## src/rtl/ccg_pkg.sv

```systemverilog
// ----------------------------------------------------------------------------
// ccg_pkg
// Shared types, constants and tables of the chord endpoint generator.
// ----------------------------------------------------------------------------
`timescale 1ns / 1ps

package ccg_pkg;

  localparam int INDEX_BITS    = 18;
  localparam int CORDIC_STAGES = 16;
  localparam int STAGE_W       = $clog2(CORDIC_STAGES + 1);
  localparam int TURN_W        = 32;
  localparam int VEC_W         = 34;
  localparam int COORD_W       = 18;
  localparam int TPP_W         = 31;
  localparam int MULT_W        = 32;
  localparam int CFG_IDX_W     = 3;
  localparam int CFG_DATA_W    = 32;
  localparam int IN_DATA_W     = ((INDEX_BITS + 7) / 8) * 8;
  localparam int OUT_DATA_W    = 4 * COORD_W;

  localparam logic [TURN_W-1:0] QUARTER_TURN = 32'h4000_0000;
  localparam logic [TURN_W-1:0] HALF_TURN    = 32'h8000_0000;
  localparam logic signed [VEC_W-1:0] INV_GAIN_Q30 = 34'sd652032874;

  typedef enum logic [CFG_IDX_W-1:0] {
    CFG_TURN_PER_POINT = 3'd0,
    CFG_MULTIPLIER     = 3'd1,
    CFG_CENTER_X       = 3'd2,
    CFG_CENTER_Y       = 3'd3,
    CFG_RADIUS         = 3'd4,
    CFG_HIGHLIGHT      = 3'd5
  } cfg_reg_t;

  typedef struct packed {
    logic signed [VEC_W-1:0] x;
    logic signed [VEC_W-1:0] y;
    logic signed [VEC_W-1:0] z;
    logic                    flip;
  } cell_t;

  // atan(2^-i) as a Q0.32 turn
  function automatic logic signed [VEC_W-1:0] atan_at(input logic [STAGE_W-1:0] i);
    logic signed [VEC_W-1:0] a;
    case (i)
      5'd0:    a = 34'sd536870912;
      5'd1:    a = 34'sd316933406;
      5'd2:    a = 34'sd167458907;
      5'd3:    a = 34'sd85004756;
      5'd4:    a = 34'sd42667331;
      5'd5:    a = 34'sd21354465;
      5'd6:    a = 34'sd10679838;
      5'd7:    a = 34'sd5340245;
      5'd8:    a = 34'sd2670163;
      5'd9:    a = 34'sd1335087;
      5'd10:   a = 34'sd667544;
      5'd11:   a = 34'sd333772;
      5'd12:   a = 34'sd166886;
      5'd13:   a = 34'sd83443;
      5'd14:   a = 34'sd41722;
      5'd15:   a = 34'sd20861;
      5'd16:   a = 34'sd10430;
      5'd17:   a = 34'sd5215;
      5'd18:   a = 34'sd2608;
      5'd19:   a = 34'sd1304;
      5'd20:   a = 34'sd652;
      5'd21:   a = 34'sd326;
      5'd22:   a = 34'sd163;
      5'd23:   a = 34'sd81;
      default: a = '0;
    endcase
    return a;
  endfunction

  // Rotate the start to the top, fold the left half plane onto the right
  function automatic cell_t cordic_init(input logic [TURN_W-1:0] turn);
    logic [TURN_W-1:0] t;
    cell_t c;
    t      = turn - QUARTER_TURN;
    c.flip = t[TURN_W-1] ^ t[TURN_W-2];
    if (c.flip) begin
      t = t ^ HALF_TURN;
    end
    c.z = VEC_W'(signed'(t));
    c.x = INV_GAIN_Q30;
    c.y = '0;
    return c;
  endfunction

endpackage

```

## src/rtl/ccg_cell.sv

```systemverilog
// ----------------------------------------------------------------------------
// ccg_cell
// One CORDIC rotation cell; registers its vector and residual angle.
// ----------------------------------------------------------------------------
`timescale 1ns / 1ps

module ccg_cell (
  input  logic                          clk,
  input  logic                          en,
  input  logic [ccg_pkg::STAGE_W-1:0]   stage,
  input  ccg_pkg::cell_t                d,
  output ccg_pkg::cell_t                q
);
  import ccg_pkg::*;

  cell_t q_r, q_nxt;
  logic signed [VEC_W-1:0] dx, dy, a;

  always_comb begin
    dx = d.y >>> stage;
    dy = d.x >>> stage;
    a  = atan_at(stage);
    q_nxt.flip = d.flip;
    if (!d.z[VEC_W-1]) begin
      q_nxt.x = d.x - dx;
      q_nxt.y = d.y + dy;
      q_nxt.z = d.z - a;
    end else begin
      q_nxt.x = d.x + dx;
      q_nxt.y = d.y - dy;
      q_nxt.z = d.z + a;
    end
  end

  always_ff @(posedge clk) begin
    if (en) begin
      q_r <= q_nxt;
    end
  end

  assign q = q_r;

endmodule

```

## config.mk

```make
export PLATFORM = sky130hd
export DESIGN_NAME = ccg_cell
export DESIGN_NICKNAME = d
export VERILOG_FILES = /design/src/rtl/ccg_pkg.sv /design/src/rtl/ccg_cell.sv
export SDC_FILE = /design/constraint.sdc
export NUM_CORES = 1
export LEC_CHECK = 0
export ABC_AREA = 1
export BUFFER_PORTS_ARGS = -buffer_cell sky130_fd_sc_hd__buf_2
export CORE_MARGIN = 8
export CORE_UTILIZATION = 45
export DETAILED_ROUTE_END_ITERATION = 8
export GPL_ROUTABILITY_DRIVEN = 0
export PLACE_DENSITY_LB_ADDON = 0.2
export SLEW_MARGIN = 20
export SYNTH_ARGS = -nofsm -noshare
export SYNTH_HDL_FRONTEND = slang
export SYNTH_SLANG_ARGS = --single-unit
```

## constraint.sdc

```tcl
create_clock -name clk -period 6 [get_ports clk]
set_clock_uncertainty 0.1 [all_clocks]
set_input_delay 1.2 -clock clk [delete_from_list [all_inputs] [get_ports clk]]
set_output_delay 1.2 -clock clk [all_outputs]
set_load 0.01 [all_outputs]
```

==> impl_metrics.csv <==
group,metric,value,unit
outcome,outcome,"completed",
critical_path,worst_setup_path_start_kind,"input port",
cts,cts_buffers,9,
critical_path,crit_required,6.04,ns
critical_path,crit_fanout,31,
pwr,finalPower,4080,µW
cells_and_area,nNetsFinal,2883,
drt,post_drt_wl_per_cell,17.2,µm
logic_synthesis,synth_edf_count,103,
die,die_h,201,µm
die,ios,213,
cts,path_clk_slew,0.07,ns
sta,worst_pin_slew,0.804,ns
logic_synthesis,synth_area,15500,µm²
drt,ant_nets,0,
flow_run,cap_viol_max_count,0,
min_path,min_path_cells,1,
min_path,min_to,"q[0]$_DFFE_PP_",
drt,first_pass_iters,6,
cells_and_area,largest_reg_flops,103,
logic_synthesis,synth_flop_cell,"edfxtp_1",
sta,min_period_over_period,93.1,%
logic_synthesis,async_reset_ff_share,0,%
grt,grt_max_degree,76,
placement,place_hpwl,44.3,mm
sta,slew_violations,0,
critical_path,cpMostUsedCell,"nand3_1",
cts,cts_setup_buffers,0,
critical_path,critPathMaxStageDelay,0.34,ns
sta,finalSetupViolations,0,
logic_synthesis,synth_cell_types,53,
cts,clockRootBuffer,"clkbuf_16",
cells_and_area,final_common_cell,"nand2_1",
cells_and_area,drive_gt1_share,12.7,%
sta,timing.final.hold_violations,0,
cells_and_area,ff_latch_area,3090,µm²
critical_path,crit_path_top_delay_cell,"ha_1",
sta,min_period,5.59,ns
logic_synthesis,avgSynthCellArea,6.27,µm²
drt,first_iter_violations,1926,
die,core.rowCount,68,
pwr,power.density,235,nW/µm²
sta,slew_headroom,46.4,%
sta,fmax,179,MHz
drt,drc,0,
drt,totalWireLength,53.8,mm
logic_synthesis,synth-seq-cells,103,
cells_and_area,syn_to_final_growth,12.5,%
logic_synthesis,seq_area_frac_synth,20.0,%
die,start_util,45.2,%
cells_and_area,multi_input_area,11000,µm²
cells_and_area,final_cell_mix,"802 x nand2_1, 387 x nand3_1, 211 x buf_2",
grt,antenna_found_initial,5,
drt,vias,17500,
critical_path,cp-end-kind,"flop",
min_path,hold_path_class,"in2reg",
critical_path,critPathArrivalTime,5.63,ns
cts,cts_tree,"built",
drt,vias_per_cell,5.59,
grt,grt_pass1_vias,16500,
cts,numClockSinks,103,
critical_path,cp_top_family,"simple AND/OR/NAND/NOR gates",
logic_synthesis,syn-num-nets,2690,
grt,overflow,0,
critical_path,crit_buf_inv,7,
cts,cts_buffer_depth,2,
logic_synthesis,ys_warn_count,0,
cells_and_area,fillers,3608,
logic_synthesis,synth_cells,2467,
pwr,irDropWorstVdd,0.151,mV
placement,io_buffers,212,
die,die_area,40500,µm²
grt,gr-usage-all-layers,25.5,%
sta,finalSetupTns,0,ns
die,core_area,34200,µm²
pwr,p_leak,0.00878,µW
critical_path,worst-setup-path-type,"in2reg",
die,dieWidth,201,µm
min_path,min_from,"d[0]",
grt,grt_pass1_wl,84.8,mm
cts,htreeDepth,3,
area by class of cell:
cell class                 instances  share of cell area (%)
timing repair buffer             269                    9.15
antenna                            4                  0.0576
tap                              455                    3.27
multi-input combinational       2065                    63.4
inverter                         212                    4.63
clock inverter                     4                   0.417
clock buffer                      10                    1.32
sequential                       103                    17.8
stage by stage:
stage | worst slack (ns) | instance area (µm²) | hold slack, ns | util (%) | cells
3_5_place_dp | -0.0832 | 17100 | 1.29 | 49.9 | 3104
4_1_cts | 0.316 | 17400 | 0.884 | 50.8 | 3118
2_1_floorplan | 0.889 | 15500 | 1.20 | - | 2467
6_report | 0.413 | 17400 | 0.902 | 50.8 | 3122
3_3_place_gp | -0.0180 | 17100 | 1.28 | 49.9 | 3104
5_1_grt | -0.0134 | 17400 | 0.892 | 50.8 | 3122
metal layers:
layer,vias to the layer above,wire length (µm),GRT usage (%)
li1,8616,-,-
met1,7937,23600,34.2
met2,803,23900,40.4
met3,106,4570,4.84
met4,0,1740,9.16
met5,-,0,0
cells by family (layout without fill, tap and decap cells):
group | after synthesis | count (layout) | share of synthesized area (%)
compound gates | 329 | 329 | 12.2
xor+xnor | 168 | 168 | 9.52
fa+ha+maj | 113 | 113 | 9.29
buf+inv | 299 | 495 | 8.81
flops | 103 | 103 | 20.0
other cells | 0 | 4 | 0
simple gates | 1455 | 1455 | 40.2
how the worst max path moves through the flow:
| stage | from | endpoint | slack, ns | depth (start not counted) |
|---|---|---|---|---|
| floorplan | stage[0] | q[28]$_DFFE_PP_ | 0.89 | 27 |
| global placement | stage[1] | q[102]$_DFFE_PP_ | -0.02 | 29 |
| detailed placement | stage[1] | q[102]$_DFFE_PP_ | -0.08 | 29 |
| CTS | stage[1] | q[102]$_DFFE_PP_ | 0.32 | 29 |
| global route | stage[1] | q[102]$_DFFE_PP_ | -0.01 | 31 |
| finish | stage[1] | q[102]$_DFFE_PP_ | 0.41 | 29 |
cells in the mapped netlist, types with 4 or more instances:
master,instances,share of area (%)
nor2_1,181,4.4
buf_4,9,0.44
a21o_1,15,0.73
nor3_1,11,0.36
nand2_2,10,0.40
xnor2_1,55,3.1
nand4_1,27,1.1
xor2_1,113,6.4
o21ai_1,12,0.39
nand3b_1,5,0.24
nor2_2,13,0.53
a211oi_1,7,0.34
o21a_1,8,0.39
o221ai_1,5,0.28
clkbuf_1,24,0.58
o21ai_0,95,3.1
a21oi_1,149,4.8
a31oi_1,4,0.16
o211ai_1,12,0.58
nand3_1,387,13
inv_1,203,4.9
buf_1,8,0.19
buf_6,22,1.6
buf_2,24,0.78
inv_2,6,0.15
nand2_1,802,19
edfxtp_1,103,20
ha_1,110,8.9
power by group:
group          internal (µW)  leakage (µW)  total (µW)  switching [µW]
clock                    360      0.000144         638             277
combinational            846       0.00763        2320            1470
sequential              1080       0.00101        1120            43.7
what timing repair did:
| item | 4_1_cts | 5_1_grt |
|---|---|---|
| endpoints found under the setup margin | 0 | 1 |
| hold endpoints to repair | 0 | 0 |
| hold buffers | 0 | 0 |
| gates resized for setup | 0 | 2 |
(Power assumes the default switching activity.)
