## src/rtl/ccg_pkg.sv

```systemverilog
// ----------------------------------------------------------------------------
// ccg_pkg
// Shared types, constants and tables of the chord endpoint generator.
// ----------------------------------------------------------------------------
`timescale 1ns / 1ps

package ccg_pkg;

  localparam int INDEX_BITS    = 18;
  localparam int CORDIC_STAGES = 16;
  localparam int STAGE_W       = $clog2(CORDIC_STAGES + 1);
  localparam int TURN_W        = 32;
  localparam int VEC_W         = 34;
  localparam int COORD_W       = 18;
  localparam int TPP_W         = 31;
  localparam int MULT_W        = 32;
  localparam int CFG_IDX_W     = 3;
  localparam int CFG_DATA_W    = 32;
  localparam int IN_DATA_W     = ((INDEX_BITS + 7) / 8) * 8;
  localparam int OUT_DATA_W    = 4 * COORD_W;

  localparam logic [TURN_W-1:0] QUARTER_TURN = 32'h4000_0000;
  localparam logic [TURN_W-1:0] HALF_TURN    = 32'h8000_0000;
  localparam logic signed [VEC_W-1:0] INV_GAIN_Q30 = 34'sd652032874;

  typedef enum logic [CFG_IDX_W-1:0] {
    CFG_TURN_PER_POINT = 3'd0,
    CFG_MULTIPLIER     = 3'd1,
    CFG_CENTER_X       = 3'd2,
    CFG_CENTER_Y       = 3'd3,
    CFG_RADIUS         = 3'd4,
    CFG_HIGHLIGHT      = 3'd5
  } cfg_reg_t;

  typedef struct packed {
    logic signed [VEC_W-1:0] x;
    logic signed [VEC_W-1:0] y;
    logic signed [VEC_W-1:0] z;
    logic                    flip;
  } cell_t;

  // atan(2^-i) as a Q0.32 turn
  function automatic logic signed [VEC_W-1:0] atan_at(input logic [STAGE_W-1:0] i);
    logic signed [VEC_W-1:0] a;
    case (i)
      5'd0:    a = 34'sd536870912;
      5'd1:    a = 34'sd316933406;
      5'd2:    a = 34'sd167458907;
      5'd3:    a = 34'sd85004756;
      5'd4:    a = 34'sd42667331;
      5'd5:    a = 34'sd21354465;
      5'd6:    a = 34'sd10679838;
      5'd7:    a = 34'sd5340245;
      5'd8:    a = 34'sd2670163;
      5'd9:    a = 34'sd1335087;
      5'd10:   a = 34'sd667544;
      5'd11:   a = 34'sd333772;
      5'd12:   a = 34'sd166886;
      5'd13:   a = 34'sd83443;
      5'd14:   a = 34'sd41722;
      5'd15:   a = 34'sd20861;
      5'd16:   a = 34'sd10430;
      5'd17:   a = 34'sd5215;
      5'd18:   a = 34'sd2608;
      5'd19:   a = 34'sd1304;
      5'd20:   a = 34'sd652;
      5'd21:   a = 34'sd326;
      5'd22:   a = 34'sd163;
      5'd23:   a = 34'sd81;
      default: a = '0;
    endcase
    return a;
  endfunction

  // Rotate the start to the top, fold the left half plane onto the right
  function automatic cell_t cordic_init(input logic [TURN_W-1:0] turn);
    logic [TURN_W-1:0] t;
    cell_t c;
    t      = turn - QUARTER_TURN;
    c.flip = t[TURN_W-1] ^ t[TURN_W-2];
    if (c.flip) begin
      t = t ^ HALF_TURN;
    end
    c.z = VEC_W'(signed'(t));
    c.x = INV_GAIN_Q30;
    c.y = '0;
    return c;
  endfunction

endpackage

```

## src/rtl/ccg_turn.sv

```systemverilog
// ----------------------------------------------------------------------------
// ccg_turn
// Two-stage multiply pipeline: source and destination turns of an index.
// ----------------------------------------------------------------------------
`timescale 1ns / 1ps

module ccg_turn (
  input  logic                              clk,
  input  logic                              en,
  input  logic [ccg_pkg::INDEX_BITS-1:0]    idx,
  input  logic [ccg_pkg::TPP_W-1:0]         turn_per_point,
  input  logic [ccg_pkg::MULT_W-1:0]        multiplier_q16,
  output logic [ccg_pkg::TURN_W-1:0]        src_turn,
  output logic [ccg_pkg::TURN_W-1:0]        dst_turn
);
  import ccg_pkg::*;

  localparam int P_W = 48;
  localparam int H_W = 24;

  logic [TURN_W-1:0] src_a_r, src_b_r;
  logic [P_W-1:0]    p_a_r;
  logic [H_W+TPP_W-1:0] lo_b_r;
  logic [H_W-1:0]    hi_b_r;
  logic [INDEX_BITS+TPP_W-1:0] src_full;
  logic [MULT_W+INDEX_BITS-1:0] p_full;
  logic [H_W+TPP_W-1:0] hi_full;
  logic [P_W+7:0]    sum;

  assign src_full = idx * turn_per_point;
  assign p_full   = multiplier_q16 * idx;
  assign hi_full  = p_a_r[P_W-1:H_W] * turn_per_point;

  always_ff @(posedge clk) begin
    if (en) begin
      src_a_r <= src_full[TURN_W-1:0];
      p_a_r   <= p_full[P_W-1:0];
      src_b_r <= src_a_r;
      lo_b_r  <= p_a_r[H_W-1:0] * turn_per_point;
      hi_b_r  <= hi_full[H_W-1:0];
    end
  end

  // product mod 2^48, then drop the 16 fraction bits of the multiplier
  assign sum      = {1'b0, lo_b_r} + {8'd0, hi_b_r, {H_W{1'b0}}};
  assign dst_turn = sum[P_W-1:16];
  assign src_turn = src_b_r;

endmodule

```

## config.mk

```make
export PLATFORM = sky130hd
export DESIGN_NAME = ccg_turn
export DESIGN_NICKNAME = d
export VERILOG_FILES = /design/src/rtl/ccg_pkg.sv /design/src/rtl/ccg_turn.sv
export SDC_FILE = /design/constraint.sdc
export NUM_CORES = 2
export LEC_CHECK = 0
export BUFFER_PORTS_ARGS = -buffer_cell sky130_fd_sc_hd__buf_4
export CAP_MARGIN = 20
export CORE_UTILIZATION = 34
export DETAILED_ROUTE_END_ITERATION = 6
export GPL_TIMING_DRIVEN = 0
export PLACE_DENSITY = 0.5
export SLEW_MARGIN = 20
export SYNTH_ARGS = -nofsm -noshare
export SYNTH_HDL_FRONTEND = slang
export SYNTH_SLANG_ARGS = --single-unit
```

## constraint.sdc

```tcl
create_clock -name clk -period 11 [get_ports clk]
set_input_delay 1.65 -clock clk [delete_from_list [all_inputs] [get_ports clk]]
set_output_delay 1.65 -clock clk [all_outputs]
set_load 0.05 [all_outputs]
```

==> results.json <==
{
  "post_dp_cell_area_sq_um": 70300,
  "netlist_area_sq_um": 66200,
  "setup_tns_ns": 0,
  "wl_microns": 245000,
  "cts_resized": 0,
  "status": "completed",
  "final_hold_viol_count": 0,
  "ys_top_cells_by_area": "fa_1, inv_1, ha_1, edfxtp_1, nand2_1",
  "fp-row-count": 161,
  "critical_path_class": "input pin to flop",
  "fin_crit_sh_pct": 95.1,
  "grt_pass1_vias": 52100,
  "clock_latency_ns": 0.56,
  "syn_to_final_growth_pct": 7.17,
  "arrival_ns": 10.72,
  "cp-startpoint": "turn_per_point[15]",
  "critical_path_required_ns": 11.26,
  "ys_ff_latch": 168,
  "r2r_start": "p_a_r[10]",
  "drt_iter0_markers": 3804,
  "vias_per_cell": 4.94,
  "wl_per_cell_microns": 24.7,
  "nets": 9513,
  "place_congestion": 0.975,
  "die-area_sq_um": 196000,
  "cp-start-kind": "input pin",
  "synth_top_area_share_pct": 49.7,
  "cts_max_level": 4,
  "layout-drive-gt1-share_pct": 2.77,
  "grt_setup_unrepaired": "false",
  "post-dp-hpwl_microns": 207000,
  "synth_nets": 9381,
  "final_area_sq_um": 70900,
  "die_y_microns": 443,
  "post_cts_buffers": 0,
  "setup_viol": 0,
  "grtUsageTotal_pct": 25.4,
  "timing.slew.headroom_pct": 14.5,
  "path_clk_slew_ns": 0.07,
  "cap_violations": 0,
  "die_x_microns": 443,
  "seq_area_frac_synth_pct": 7.62,
  "synthCells": 7232,
  "vias": 49000,
  "ys_top_cells_by_count": "inv_1, fa_1, nand2_1, and2_1, ha_1",
  "drt-pass1-iter-count": 6,
  "syn_area_per_cell_sq_um": 9.15,
  "start_util_pct": 34.3,
  "cts_hold_buf": 0,
  "n_fill_cell": 20100,
  "synth_edf_count": 168,
  "grt_start_max_net_pins": 87,
  "synthDistinctLibCells": 68,
  "endpoint_kind": "flop",
  "pin_count": 147,
  "holdCritStartpoint": "src_a_r[0]",
  "core_region_area_sq_um": 193000,
  "fmax_mhz": 95.6,
  "hold_class": "flop to flop",
  "tritoncts": "yes",
  "cts_buffers": 17,
  "async_flop_share_pct": 0,
  "drc": 0,
  "cts.sinks": 168,
  "postRouteAntennaNets": 0,
  "io_buffers": 105,
  "cts-root-buf": "clkbuf_16",
  "critPathMaxFanout": 10,
  "grt_overflow": 0,
  "yosys_most_used_dff": "edfxtp_1",
  "yosys_warnings": 0,
  "fin_crit_ns": 10.46,
  "finalClockSkew_ns": 0.0195,
  "synth_largest_area_cell": "fa_1",
  "final_max_slew_viol_count": 0,
  "final_core_util_pct": 36.7,
  "ctsLongestPathBuffers": 2,
  "worst_slew_pin_slew_ns": 1.28,
  "grt_pass1_wl_microns": 358000,
  "grt_antenna_before_repair": 38,
  "synth.most_common_cell": "inv_1"
}
-- worst max-delay path: stages --
cell,delay [ns]
buf_4,0.17
clkbuf_1,0.78
clkbuf_1,0.99
nand2_1,0.21
fa_1,0.60
inv_1,0.06
fa_1,0.50
inv_1,0.06
fa_1,0.45
fa_1,0.54
inv_1,0.05
fa_1,0.49
fa_1,0.49
inv_1,0.05
fa_1,0.47
inv_1,0.04
ha_1,0.34
a21o_1,0.18
a21o_1,0.18
a21o_1,0.20
or3_1,0.35
o21ba_2,0.30
o21ai_4,0.39
a211oi_2,0.16
nor2_1,0.25
o21ai_0,0.15
xnor2_1,0.54
-- routing by layer --
metal | global-route usage [%] | routed length (microns) | share of wire [%]
met3 | 3.59 | 16800 | 6.9
met1 | 33.5 | 101000 | 41
met5 | 0 | 69 | 0.028
met4 | 11.7 | 13200 | 5.4
met2 | 41.1 | 114000 | 46
-- cell usage in the layout (no fill, tap or decap), types with 4 or more instances in the layout --
| cell type | n |
|---|---|
| o211ai_1 | 7 |
| nor3_1 | 18 |
| fa_1 | 1642 |
| a2111oi_0 | 4 |
| edfxtp_1 | 168 |
| and2_1 | 740 |
| o21bai_1 | 20 |
| a211oi_1 | 10 |
| nand2_1 | 1338 |
| clkbuf_16 | 17 |
| xnor2_1 | 171 |
| nor2b_1 | 14 |
| nor2_1 | 58 |
| a31oi_1 | 6 |
| o31ai_1 | 4 |
| inv_8 | 5 |
| nand4_1 | 14 |
| ha_1 | 424 |
| clkbuf_1 | 377 |
| a21o_1 | 61 |
| and3_1 | 8 |
| clkbuf_2 | 32 |
| o21ai_0 | 42 |
| nand3_1 | 22 |
| a21oi_1 | 97 |
| nand2b_1 | 14 |
| inv_1 | 1797 |
| or2_2 | 4 |
| xor2_1 | 52 |
| a211o_1 | 4 |
| o21a_1 | 14 |
| diode_2 | 11 |
| buf_4 | 112 |
| o2111ai_1 | 4 |
-- sequential cells by signal, summed over array words and instances, names as in the netlist --
signal / count
p_a_r: 48
hi_b_r: 24
lo_b_r: 32
src_turn: 32
src_a_r: 32
-- cells by family after synthesis --
family                     Yosys count  share of synthesized area (%)
buffers and inverters             2214                           12.6
adders and majority gates         2066                           57.7
AOI/OAI and AO/OA                  317                           3.23
DFF                                168                           7.62
xor gates and xnor gates           223                           2.95
and+or+nand+nor                   2244                           15.9
-- worst paths after layout --
kind              slack [ns]  depth (start not counted)     endpoint
setup / recovery        0.54                         27   lo_b_r[46]
hold / removal          0.42                          0  src_turn[0]
setup reg to reg        2.20                         25   lo_b_r[46]
hold reg to reg         0.42                          0  src_turn[0]
-- stage by stage --
step	hold WS, ns	setup WS [ns]	cells
2_1_floorplan	0.400	2.52	7232
3_3_place_gp	0.406	0.203	9863
3_5_place_dp	0.405	0.178	9871
4_1_cts	0.418	0.765	9903
5_1_grt	0.421	0.418	9907
6_report	0.418	0.542	9914
-- final cells by class --
cell class                      count  area (sq um)  share of cell area (%)
Inverter                         1797          6750                    9.51
Buffer                            417          1640                    2.31
Sequential cell                   168          5040                    7.11
Antenna cell                       11          27.5                  0.0388
Tap cell                         2526          3160                    4.46
Timing Repair Buffer              113           935                    1.32
Multi-Input combinational cell   4850         52800                    74.4
Clock buffer                       17           425                   0.600
Clock inverter                     15           156                   0.221
Power is not shown: default switching activity piles up to over one toggle a cycle in this logic, so the estimate is an artifact.
