## src/rtl/ccg_pkg.sv

```systemverilog
// ----------------------------------------------------------------------------
// ccg_pkg
// Shared types, constants and tables of the chord endpoint generator.
// ----------------------------------------------------------------------------
`timescale 1ns / 1ps

package ccg_pkg;

  localparam int INDEX_BITS    = 18;
  localparam int CORDIC_STAGES = 16;
  localparam int STAGE_W       = $clog2(CORDIC_STAGES + 1);
  localparam int TURN_W        = 32;
  localparam int VEC_W         = 34;
  localparam int COORD_W       = 18;
  localparam int TPP_W         = 31;
  localparam int MULT_W        = 32;
  localparam int CFG_IDX_W     = 3;
  localparam int CFG_DATA_W    = 32;
  localparam int IN_DATA_W     = ((INDEX_BITS + 7) / 8) * 8;
  localparam int OUT_DATA_W    = 4 * COORD_W;

  localparam logic [TURN_W-1:0] QUARTER_TURN = 32'h4000_0000;
  localparam logic [TURN_W-1:0] HALF_TURN    = 32'h8000_0000;
  localparam logic signed [VEC_W-1:0] INV_GAIN_Q30 = 34'sd652032874;

  typedef enum logic [CFG_IDX_W-1:0] {
    CFG_TURN_PER_POINT = 3'd0,
    CFG_MULTIPLIER     = 3'd1,
    CFG_CENTER_X       = 3'd2,
    CFG_CENTER_Y       = 3'd3,
    CFG_RADIUS         = 3'd4,
    CFG_HIGHLIGHT      = 3'd5
  } cfg_reg_t;

  typedef struct packed {
    logic signed [VEC_W-1:0] x;
    logic signed [VEC_W-1:0] y;
    logic signed [VEC_W-1:0] z;
    logic                    flip;
  } cell_t;

  // atan(2^-i) as a Q0.32 turn
  function automatic logic signed [VEC_W-1:0] atan_at(input logic [STAGE_W-1:0] i);
    logic signed [VEC_W-1:0] a;
    case (i)
      5'd0:    a = 34'sd536870912;
      5'd1:    a = 34'sd316933406;
      5'd2:    a = 34'sd167458907;
      5'd3:    a = 34'sd85004756;
      5'd4:    a = 34'sd42667331;
      5'd5:    a = 34'sd21354465;
      5'd6:    a = 34'sd10679838;
      5'd7:    a = 34'sd5340245;
      5'd8:    a = 34'sd2670163;
      5'd9:    a = 34'sd1335087;
      5'd10:   a = 34'sd667544;
      5'd11:   a = 34'sd333772;
      5'd12:   a = 34'sd166886;
      5'd13:   a = 34'sd83443;
      5'd14:   a = 34'sd41722;
      5'd15:   a = 34'sd20861;
      5'd16:   a = 34'sd10430;
      5'd17:   a = 34'sd5215;
      5'd18:   a = 34'sd2608;
      5'd19:   a = 34'sd1304;
      5'd20:   a = 34'sd652;
      5'd21:   a = 34'sd326;
      5'd22:   a = 34'sd163;
      5'd23:   a = 34'sd81;
      default: a = '0;
    endcase
    return a;
  endfunction

  // Rotate the start to the top, fold the left half plane onto the right
  function automatic cell_t cordic_init(input logic [TURN_W-1:0] turn);
    logic [TURN_W-1:0] t;
    cell_t c;
    t      = turn - QUARTER_TURN;
    c.flip = t[TURN_W-1] ^ t[TURN_W-2];
    if (c.flip) begin
      t = t ^ HALF_TURN;
    end
    c.z = VEC_W'(signed'(t));
    c.x = INV_GAIN_Q30;
    c.y = '0;
    return c;
  endfunction

endpackage

```

## src/rtl/ccg_place.sv

```systemverilog
// ----------------------------------------------------------------------------
// ccg_place
// Scales a unit coordinate by the radius, rounds, adds the center, saturates.
// ----------------------------------------------------------------------------
`timescale 1ns / 1ps

module ccg_place (
  input  logic                              clk,
  input  logic                              en,
  input  logic signed [ccg_pkg::VEC_W-1:0]  unit,
  input  logic [ccg_pkg::COORD_W-1:0]       radius,
  input  logic [ccg_pkg::COORD_W-1:0]       center,
  output logic [ccg_pkg::COORD_W-1:0]       coord
);
  import ccg_pkg::*;

  localparam int PROD_W = COORD_W + 1 + VEC_W;
  localparam int SH_W   = PROD_W - 30;
  localparam int V_W    = SH_W + 2;

  logic signed [PROD_W-1:0] prod_r;
  logic signed [PROD_W-1:0] rnd;
  logic signed [V_W-1:0]    v;

  always_ff @(posedge clk) begin
    if (en) begin
      prod_r <= $signed({1'b0, radius}) * unit;
    end
  end

  // the scaled offset is signed; keep its sign when widening
  always_comb begin
    rnd = prod_r + (PROD_W'(1) <<< 29);
    v   = V_W'(signed'(rnd[PROD_W-1:30])) + $signed({{(V_W-COORD_W){1'b0}}, center});
    if (v[V_W-1]) begin
      coord = '0;
    end else if (v > $signed({{(V_W-COORD_W){1'b0}}, {COORD_W{1'b1}}})) begin
      coord = '1;
    end else begin
      coord = v[COORD_W-1:0];
    end
  end

endmodule

```

## config.mk

```make
export PLATFORM = sky130hd
export DESIGN_NAME = ccg_place
export DESIGN_NICKNAME = d
export VERILOG_FILES = /design/src/rtl/ccg_pkg.sv /design/src/rtl/ccg_place.sv
export SDC_FILE = /design/constraint.sdc
export NUM_CORES = 2
export LEC_CHECK = 0
export ABC_AREA = 1
export BUFFER_PORTS_ARGS = -buffer_cell sky130_fd_sc_hd__buf_2
export CAP_MARGIN = 20
export CELL_PAD_IN_SITES_DETAIL_PLACEMENT = 1
export CELL_PAD_IN_SITES_GLOBAL_PLACEMENT = 2
export CORE_MARGIN = 5
export CORE_UTILIZATION = 27
export CTS_CLUSTER_SIZE = 28
export DETAILED_ROUTE_END_ITERATION = 6
export GPL_ROUTABILITY_DRIVEN = 0
export GPL_TIMING_DRIVEN = 0
export MAX_ROUTING_LAYER = met4
export PLACE_DENSITY_LB_ADDON = 0.1
export SKIP_CTS_REPAIR_TIMING = 1
export SYNTH_ARGS = -nofsm -noshare
export SYNTH_HDL_FRONTEND = slang
export SYNTH_SLANG_ARGS = --single-unit
```

## constraint.sdc

```tcl
create_clock -name clk -period 9.8 [get_ports clk]
set_input_delay 1.96 -clock clk [delete_from_list [all_inputs] [get_ports clk]]
set_output_delay 1.96 -clock clk [all_outputs]
set_load 0.02 [all_outputs]
```

==> impl_metrics.xml <==
<?xml version="1.0" encoding="UTF-8"?>
<metrics>
  <group name="logic_synthesis">
    <metric name="yosys_warnings" unit="">0</metric>
    <metric name="synth_most_common_cell" unit="">inv_1</metric>
    <metric name="number_of_enable_type_register_cells_in_the_synthesized_netlist" unit="">24</metric>
    <metric name="ys_top_cells_by_count" unit="">inv_1, nand2_1, fa_1</metric>
    <metric name="ys_top_cells_by_area" unit="">fa_1, inv_1, nand2_1, ha_1, edfxtp_1</metric>
    <metric name="synth_sequential_area_ratio" unit="">0.02873</metric>
    <metric name="synth.cell_area" unit="um2">25080</metric>
    <metric name="synth.distinct_cells" unit="">43</metric>
    <metric name="postSynth.topFlopCell" unit="">edfxtp_1</metric>
    <metric name="ys_seq_elements" unit="">24</metric>
    <metric name="syn_avg_cell_area" unit="um2">7.519</metric>
    <metric name="number_of_nets_in_the_synthesized_netlist" unit="">4143</metric>
    <metric name="post_synth_inst_count" unit="">3336</metric>
    <metric name="netlist.area_leader.share" unit="">0.4701</metric>
    <metric name="yosysTopAreaCell" unit="">fa_1</metric>
    <metric name="synth-async-reset-ratio" unit="">0</metric>
  </group>
  <group name="min_path">
    <metric name="hold_path_class" unit="">input pin to flop</metric>
  </group>
  <group name="timing">
    <metric name="finalSetupViolCount" unit="">0</metric>
    <metric name="max_clock_freq" unit="MHz">108.0</metric>
    <metric name="final_max_slew_viol_count" unit="">0</metric>
    <metric name="grt_setup_unrepaired" unit="">false</metric>
    <metric name="tightest_slew" unit="ns">1.257</metric>
    <metric name="timing.slew.headroom" unit="">0.1617</metric>
    <metric name="fin_tns_setup" unit="ns">0</metric>
    <metric name="post-route-period-util" unit="">0.9445</metric>
    <metric name="final_hold_viol_count" unit="">0</metric>
    <metric name="finalCriticalPeriod" unit="ns">9.256</metric>
  </group>
  <group name="placement">
    <metric name="total_half_perimeter_wirelength_after_legalization_and_detailed_placement" unit="mm">91.15</metric>
    <metric name="place_inst" unit="">4629</metric>
    <metric name="port_buffers" unit="">37</metric>
  </group>
  <group name="clock_tree">
    <metric name="cts-buffers-inserted" unit="">3</metric>
    <metric name="cts.sink_count" unit="">24</metric>
    <metric name="clk_path_buf_depth" unit="">2</metric>
    <metric name="ctsHtreeMaxLevel" unit="">1</metric>
    <metric name="cts_tree" unit="">yes</metric>
    <metric name="root_buffer" unit="">clkbuf_16</metric>
    <metric name="clk_transition_reported_paths" unit="ns">0.06</metric>
  </group>
  <group name="global_route">
    <metric name="met1_global_route_usage" unit="">0.2839</metric>
    <metric name="grt_max_degree" unit="">25</metric>
    <metric name="grt_overflow_total" unit="">0</metric>
    <metric name="grtUsageMet3" unit="">0.01689</metric>
    <metric name="grt-busiest-layer" unit="">met2</metric>
    <metric name="grt_pass1_wl" unit="mm">156.0</metric>
    <metric name="global_route.usage.total" unit="">0.2202</metric>
    <metric name="antenna_violations_before_repair" unit="">10</metric>
    <metric name="first_global_vias" unit="">24033</metric>
    <metric name="use_met2" unit="">0.3828</metric>
  </group>
  <group name="cells_and_area">
    <metric name="nets" unit="">4199</metric>
    <metric name="biggestRegsByFlops" unit="">prod_r x24</metric>
    <metric name="area_delta_synth_final" unit="%">8.275</metric>
    <metric name="nFillCells" unit="">11316</metric>
    <metric name="largest-register" unit="">prod_r</metric>
    <metric name="final_cells" unit="">4636</metric>
    <metric name="layout-drive-gt1-share" unit="">0.03303</metric>
    <metric name="final-seq-area" unit="um2">720.7</metric>
    <metric name="multiInputGateArea" unit="um2">19540</metric>
    <metric name="largest_register_ff_count" unit="">24</metric>
  </group>
  <group name="detailed_routing">
    <metric name="post_drt_wl_per_cell" unit="um">22.57</metric>
    <metric name="detail_route.first_pass.iterations" unit="">5</metric>
    <metric name="initialDrtViolationCount" unit="">915</metric>
    <metric name="finalWirelength" unit="mm">104.6</metric>
    <metric name="final_antenna_net_count" unit="">0</metric>
    <metric name="vias" unit="">20406</metric>
    <metric name="drc_errors" unit="">0</metric>
    <metric name="vias_per_cell" unit="">4.402</metric>
  </group>
  <group name="job">
    <metric name="max_cap_violations" unit="">0</metric>
  </group>
  <group name="die">
    <metric name="die-area" unit="um2">99100</metric>
    <metric name="chipWidth" unit="um">314.8</metric>
    <metric name="die_height" unit="um">314.8</metric>
    <metric name="io_pins" unit="">90</metric>
    <metric name="design.core.area" unit="um2">91940</metric>
    <metric name="initial_utilization" unit="">0.2728</metric>
    <metric name="row_count" unit="">111</metric>
  </group>
  <group name="worst_setup_path">
    <metric name="arrival" unit="ns">9.27</metric>
    <metric name="worst_setup_path_start_kind" unit="">input pin</metric>
    <metric name="cp_data_required_time" unit="ns">9.82</metric>
    <metric name="timing.critical_path.to_type" unit="">flop</metric>
    <metric name="cp_class" unit="">input pin to flop</metric>
    <metric name="critical_path.max_fanout" unit="">11</metric>
  </group>
  <group name="outcome">
    <metric name="outcome" unit="">finished, final reports clean</metric>
  </group>
</metrics>
critical path, cell delays in order:
cell      delay (ns)
clkbuf_1        0.55
clkbuf_1        0.85
nand2_1         0.26
fa_1            0.72
fa_1            0.49
fa_1            0.90
inv_1           0.26
fa_1            0.52
fa_1            0.55
inv_1           0.05
fa_1            0.47
inv_1           0.04
ha_1            0.36
a21oi_1         0.21
inv_1           0.06
a31oi_1         0.25
o21ai_0         0.20
a21oi_1         0.19
o21a_1          0.18
nand2_1         0.06
nand2_1         0.06
nand2_1         0.04
area by class of cell:
class / count / share of cell area
tap: 1243 / 0.05727
buffer: 143 / 0.02119
timing repair buffer: 51 / 0.01502
clock buffer: 3 / 0.002764
antenna: 2 / 0.0001843
multi-input combinational: 2038 / 0.7196
inverter: 1131 / 0.1563
clock inverter: 1 / 0.001106
sequential: 24 / 0.02654
cell usage in the layout, fill, tap and decap left out, types with 3 or more instances in the layout:
| master | synthesis | routed |
|---|---|---|
| clkbuf_16 | 0 | 3 |
| fa_1 | 589 | 589 |
| nor2_4 | 5 | 5 |
| nand2_4 | 4 | 4 |
| nor3_1 | 13 | 13 |
| buf_8 | 1 | 14 |
| nand4_1 | 8 | 8 |
| o21bai_1 | 3 | 3 |
| buf_1 | 5 | 5 |
| a31oi_1 | 12 | 12 |
| o21a_1 | 9 | 9 |
| xnor2_1 | 35 | 35 |
| o211ai_1 | 3 | 3 |
| buf_2 | 1 | 38 |
| a21o_1 | 10 | 10 |
| o21ai_0 | 40 | 40 |
| nor2_1 | 120 | 120 |
| nand3_2 | 15 | 15 |
| clkbuf_1 | 134 | 132 |
| a21oi_1 | 90 | 90 |
| nor2_2 | 9 | 9 |
| edfxtp_1 | 24 | 24 |
| nand2_2 | 11 | 11 |
| inv_1 | 1130 | 1130 |
| nand2_1 | 819 | 819 |
| ha_1 | 146 | 146 |
| xor2_1 | 31 | 31 |
| nand3_1 | 46 | 46 |
| nor4_1 | 6 | 6 |
metal layers:
metal | vias up | wire [um]
li1 | 9356 | -
met1 | 10600 | 46630
met2 | 349 | 51780
met3 | 101 | 3414
met4 | 0 | 2817
met5 | - | 0
final timing paths:
path / slack (ns) / cells past startpoint / from / endpoint
setup / recovery: 0.54 / 22 / radius[2] / prod_r[52]
hold / removal: 2.24 / 1 / en / prod_r[45]
logic make-up after synthesis:
| group | after synthesis | synth area share |
|---|---|---|
| buffers and inverters | 1274 | 0.1921 |
| AO/OA/AOI/OAI | 175 | 0.03946 |
| XOR/XNOR | 66 | 0.02305 |
| flip-flops | 24 | 0.02873 |
| adder cells (fa/ha/maj) | 735 | 0.5429 |
| AND/OR/NAND/NOR | 1062 | 0.1737 |
metrics by stage:
stage / worst slack [ns] / hold WS (ns) / area (um2) / util
global placement: 0.1829 / 2.504 / 26820 / 0.2917
detailed placement: 0.1415 / 2.516 / 27030 / 0.2940
finish: 0.5444 / 2.241 / 27160 / 0.2954
global route: 0.08851 / 2.262 / 27160 / 0.2954
floorplan: 2.102 / 2.073 / 25080 / -
CTS: 0.4075 / 2.249 / 27140 / 0.2952
Power is left out: the tool's default activity adds up to more than one toggle a clock period on the data nets, which glitch-free logic cannot reach.
